### src/sv/coo_ram.sv
// generic single write port ram with one registered read port
module coo_ram #(
  parameter int unsigned WIDTH = 8,
  parameter int unsigned DEPTH = 16
) (
  input  logic                     clk_i,
  input  logic                     we_i,
  input  logic [$clog2(DEPTH)-1:0] waddr_i,
  input  logic [WIDTH-1:0]         wdata_i,
  input  logic [$clog2(DEPTH)-1:0] raddr_i,
  output logic [WIDTH-1:0]         rdata_o
);

  logic [WIDTH-1:0] mem_q [DEPTH];

  // write port
  always_ff @(posedge clk_i) begin
    if (we_i) begin
      mem_q[waddr_i] <= wdata_i;
    end
  end

  // registered read
  always_ff @(posedge clk_i) begin
    rdata_o <= mem_q[raddr_i];
  end

endmodule

### config.mk
export PLATFORM = sky130hd
export DESIGN_NAME = coo_ram
export DESIGN_NICKNAME = d
export VERILOG_FILES = /design/src/sv/coo_ram.sv
export SDC_FILE = /design/constraint.sdc
export NUM_CORES = 1
export LEC_CHECK = 0
export ABC_AREA = 1
export BUFFER_PORTS_ARGS = -buffer_cell sky130_fd_sc_hd__buf_2
export CAP_MARGIN = 20
export CORE_MARGIN = 2
export CORE_UTILIZATION = 40
export DETAILED_ROUTE_END_ITERATION = 10
export GPL_ROUTABILITY_DRIVEN = 0
export PLACE_DENSITY = 0.61
export SLEW_MARGIN = 20
export SYNTH_ARGS = -nofsm -noshare
export SYNTH_HDL_FRONTEND = slang
export SYNTH_SLANG_ARGS = --single-unit
### constraint.sdc
create_clock -name clk_i -period 1.7 [get_ports clk_i]
set_clock_uncertainty 0.15 [all_clocks]
set_input_delay 0.34 -clock clk_i [delete_from_list [all_inputs] [get_ports clk_i]]
set_output_delay 0.34 -clock clk_i [all_outputs]
set_load 0.02 [all_outputs]
Word level (Yosys, flattened, before mapping)
Memory sizes are Yosys's and may differ from the RTL's. A register that Yosys moved wholly into a read port is not among the register bits.
Index checks and enable logic that the tools add are counted.

storage, ports and cells
  output and inout port bits = 8
  flip-flop bits (word level) = 0
  memories kept = 1
  RAM bits = 128
  word-level logic and storage cells = 3

cells by class
  multiplexer cells = 2

memories
  memory  words  width  read ports  clocked after Yosys merged registers in  wr ports  RTL line  source
  mem_q   16     8      1           1                                        1         14        logic [WIDTH-1:0] mem_q [DEPTH];

operators by type and width
  cell              count
  1-bit 2-to-1 mux  2

Logic depth before layout (Yosys ltp)
  depth after elaboration = 2
  mapped depth = 8
  depth with buffers taken out = 7

Worst setup path before layout
Ideal clock, no wire load.

  kind = input to register
  start point = in waddr_i[2]
  end point = mem mem_q[10][0] (enable)
  arrival time = 921 ps
  required time = 1,180 ps
  stages = 2
  setup time = 370 ps
  slack = 259 ps
  buffers on the path = 0
  path through = nand3b_1 > nor2_1

RTL lines
  what             RTL line  source
  start, declared  8         input logic [$clog2(DEPTH)-1:0] waddr_i,
  end, declared    14

Straight into the memory's write port.

Worst setup path after layout
  start point = reg rdata_o[5], read port of mem_q
  end point = out rdata_o[5]

RTL lines
  what             RTL line  source
  start, declared  11        output logic [WIDTH-1:0] rdata_o

No word-level cell between the ends.

==> results summary <==
The count of antenna-violating nets left after detailed routing is 0. The DRC violations left came out at 0. The final critical path time including I/O delays and setup came out at 1470 ps.

Counting both buffers and inverters, the worst setup path holds a total of 1. The final global-route overflow total is 0. The total of buffers placed on input and output ports came out at 25.

Summed over all nets, the half-perimeter wirelength after detailed placement is 8510 um. The width of the die came out at 124 um. The critical path start-end classification is reg -> out.

The worst supply voltage drop on vdd came out at 0.000532 V. The area enclosed by the die boundary is 15400 um2. The flip-flop and latch count after synthesis came out at 136. The slowest stage of the critical path is the sky130_fd_sc_hd__dfxtp_1 cell. The overall global routing resource usage came out at 18.9%. The number of CTS-inserted buffers came out at 17. The worst setup path is launched from a flip-flop. Setup repair after global routing left no endpoint under its margin. The initial utilization of the core area, before any placement, comes to 41.2%. In this run switching power makes up 21.5% of total power.

After clock tree synthesis, the clock-pin slew on the worst setup and hold paths is 50 ps. Summing the sequential cell areas from Yosys gives 69.4% of the chip area. The number of clock sinks is 136. The post-cts resize count came out at 0. TritonCTS built the clock tree. The largest fanout of any net on the critical path came out at 1.

Clock tree synthesis selected as its root buffer the cell sky130_fd_sc_hd__clkbuf_16. Buffers inserted to repair hold after CTS numbered 0. In the final design database the tool counted 617 nets. The area of the mapped netlist is 5770 um2. STA classifies the critical path endpoint as an output port. Among cell families on the critical path, the largest total delay comes from flip-flops.

Cells with a size suffix above 1 make up 13.4% of the layout. The library cells used most frequently in the layout, excluding fill and tap cells, are sky130_fd_sc_hd__nand2_1, sky130_fd_sc_hd__edfxtp_1, sky130_fd_sc_hd__inv_1. The sum of internal, switching and leakage power is 0.00768 W. The worst hold path class is in -> reg. The number of global-route vias before repair is 3822.

In this run, the combinational gates consume 6.4% of the power. The detailed-route wire length is 13200 um. Counting the fill cells in the layout gives 1290.

The first-pass iteration count of the detailed router came out at 5. The data required time of the worst path is 1210 ps. Dividing the detail-routed wire length by the instance count gives 16.6 um. The delay of the slowest cell on the worst path is 380 ps. The gate count of the mapped netlist is 551. During synthesis, Yosys emitted a total of 0 warnings. After detailed routing, the number of vias per cell comes to 4.89. The largest area contributor in the netlist is sky130_fd_sc_hd__edfxtp_1. The compound-cell area share of the yosys netlist is 0%.

The share of cell area taken by muxes after synthesis came out at 0%. At the pin with the least slew margin, the transition time is 389 ps. Max-cap violations in this run came to 0.

The maximum clock rate came out at 679 MHz. The cell area power density is 1140 nW/um2. The accumulated negative setup slack came out at 0 ps.

The portion of total power attributed to sequential cells came out at 49.2%. The routed layout has 3873 vias. The area share of the leading cell type in the synthesized netlist came out at 66.7%. In the finished design, the share of the clock period the worst path needs comes to 86.6%. The number of nets in the synthesized netlist is 569.

The DRC violation total after the first TritonRoute iteration is 407. The clock latency on the worst-skew pair came out at 410 ps. The final-report max-slew violation count came out at 0. The flow ran to the end, and the final reports show no timing, DRC or antenna violations. Per report_power, the clock group accounts for 44.4% of the total. The floorplan die height came out at 124 um. The static leakage is 2.95 nW. Once the clock tree was built, the setup fixing pass inserted 0 buffers. The combined flip-flop and latch cell area is 4000 um2. The basic-gate share of the synthesized area counting and, or, nand and nor cells is 21.0%. The number of different library cells used by synthesis comes to 12.

The largest buffer count on any clock path came out at 2. The relative slew slack is 74.1%. Traced cell by cell, the critical path runs through buf_2. For this design the total switching power over the nets is 0.00165 W. The multi-input combinational cells in the finished layout cover a total of 1210 um2. Entering global routing, the biggest net connects 45 pins. The number of rows created at floorplan is 43. The mean cell area of the mapped netlist is 10.5 um2.

The number of failing hold endpoints at the final stage came out at 0. The first global-routing pass estimated 20900 um of wire. Leaving out fill and tap cells, the most frequent cell in the layout is sky130_fd_sc_hd__nand2_1. The arrival time of the worst setup path is 980 ps. The area of the placeable core came out at 14000 um2. The initial antenna violation count is 0. The final number of setup-violating endpoints is 0.

The repair_antennas step left the layout with diodes totalling 0. The H-tree depth came out at 4. The post-synthesis to final-layout area growth came out at 17.0%. After Yosys synthesis, XOR and XNOR cells account for 0% of the synthesized area. The cell-internal power came out at 0.00603 W.

The top-level port count came out at 26. The adder-cell share of the synthesized area came out at 0%. The combinational family with the most area after synthesis is simple AND/OR/NAND/NOR gates.

Yosys attributes the largest share of cell area to sky130_fd_sc_hd__edfxtp_1, sky130_fd_sc_hd__nand2_1, sky130_fd_sc_hd__nand3_1.
per-stage QoR:
step	instance area (um2)	worst slack, ps	utilization [%]	instances	hold WS [ps]
final	6750	228	48.2	792	144
after global routing	6750	179	48.2	792	162
after CTS	6750	191	48.2	792	138
after detailed placement	6200	76.9	44.3	760	527
after global placement	6200	101	44.3	760	525
after floorplan	5770	259	-	551	289
worst reg2reg max path, cell delays in order, from the launching register on:
cell                       delay (ps)
sky130_fd_sc_hd__edfxtp_1         370
sky130_fd_sc_hd__inv_1             60
sky130_fd_sc_hd__nand2_1           40
sky130_fd_sc_hd__nand3_1           90
sky130_fd_sc_hd__nand3_1          140
sky130_fd_sc_hd__nand3_1          130
sky130_fd_sc_hd__nand2_1           80
state kept, by name, summed over array words and instances (netlist names):
signal   count
mem_q      128
rdata_o      8
cells in the mapped netlist:
cell type,number
sky130_fd_sc_hd__inv_1,100
sky130_fd_sc_hd__buf_1,1
sky130_fd_sc_hd__nand3b_1,2
sky130_fd_sc_hd__buf_4,4
sky130_fd_sc_hd__inv_2,2
sky130_fd_sc_hd__edfxtp_1,128
sky130_fd_sc_hd__nor2_1,17
sky130_fd_sc_hd__buf_2,13
sky130_fd_sc_hd__dfxtp_1,8
sky130_fd_sc_hd__nand3_1,97
sky130_fd_sc_hd__buf_6,6
sky130_fd_sc_hd__nand2_1,173
path summary, 6_finish.rpt:
| check | start | to | slack [ps] | cells after the start |
|---|---|---|---|---|
| worst max-delay path | rdata_o[5] | rdata_o[5] | 230 | 1 |
| worst min-delay path | raddr_i[3] | rdata_o[6] | 140 | 3 |
| worst max register to register | mem_q[5][2] | rdata_o[2] | 530 | 6 |
| worst min register to register | mem_q[11][0] | rdata_o[0] | 540 | 6 |
per-layer routing:
layer,vias to the layer above,global-route usage [%],part of all wire (%)
met5,-,0,0
met4,0,6.88,2.4
met3,26,4.53,4.5
met2,103,31.3,50
met1,1875,24.2,43
li1,1869,-,-
cell families (layout without fill, tap and decap cells):
group,after synthesis,count (layout)
buf+inv,126,187
flops,136,136
simple gates,289,289
cell type report:
| cell class | instances | share of cell area [%] |
|---|---|---|
| Clock buffer | 21 | 6.53 |
| Clock inverter | 11 | 1.58 |
| Inverter | 102 | 5.68 |
| Multi-Input combinational cell | 289 | 18.0 |
| Sequential cell | 136 | 59.4 |
| Tap cell | 180 | 3.34 |
| Timing Repair Buffer | 53 | 5.53 |
power by group through the flow:
stage	clock [W]	combinational (W)	sequential (W)
final	0.00341	0.000495	0.00378
after global routing	0.00360	0.000555	0.00378
after CTS	0.00344	0.000502	0.00378
after detailed placement	0	0.000500	0.00385
after global placement	0	0.000493	0.00385
after floorplan	0	0.000264	0.00386
Power figures use the tool's default switching activity.
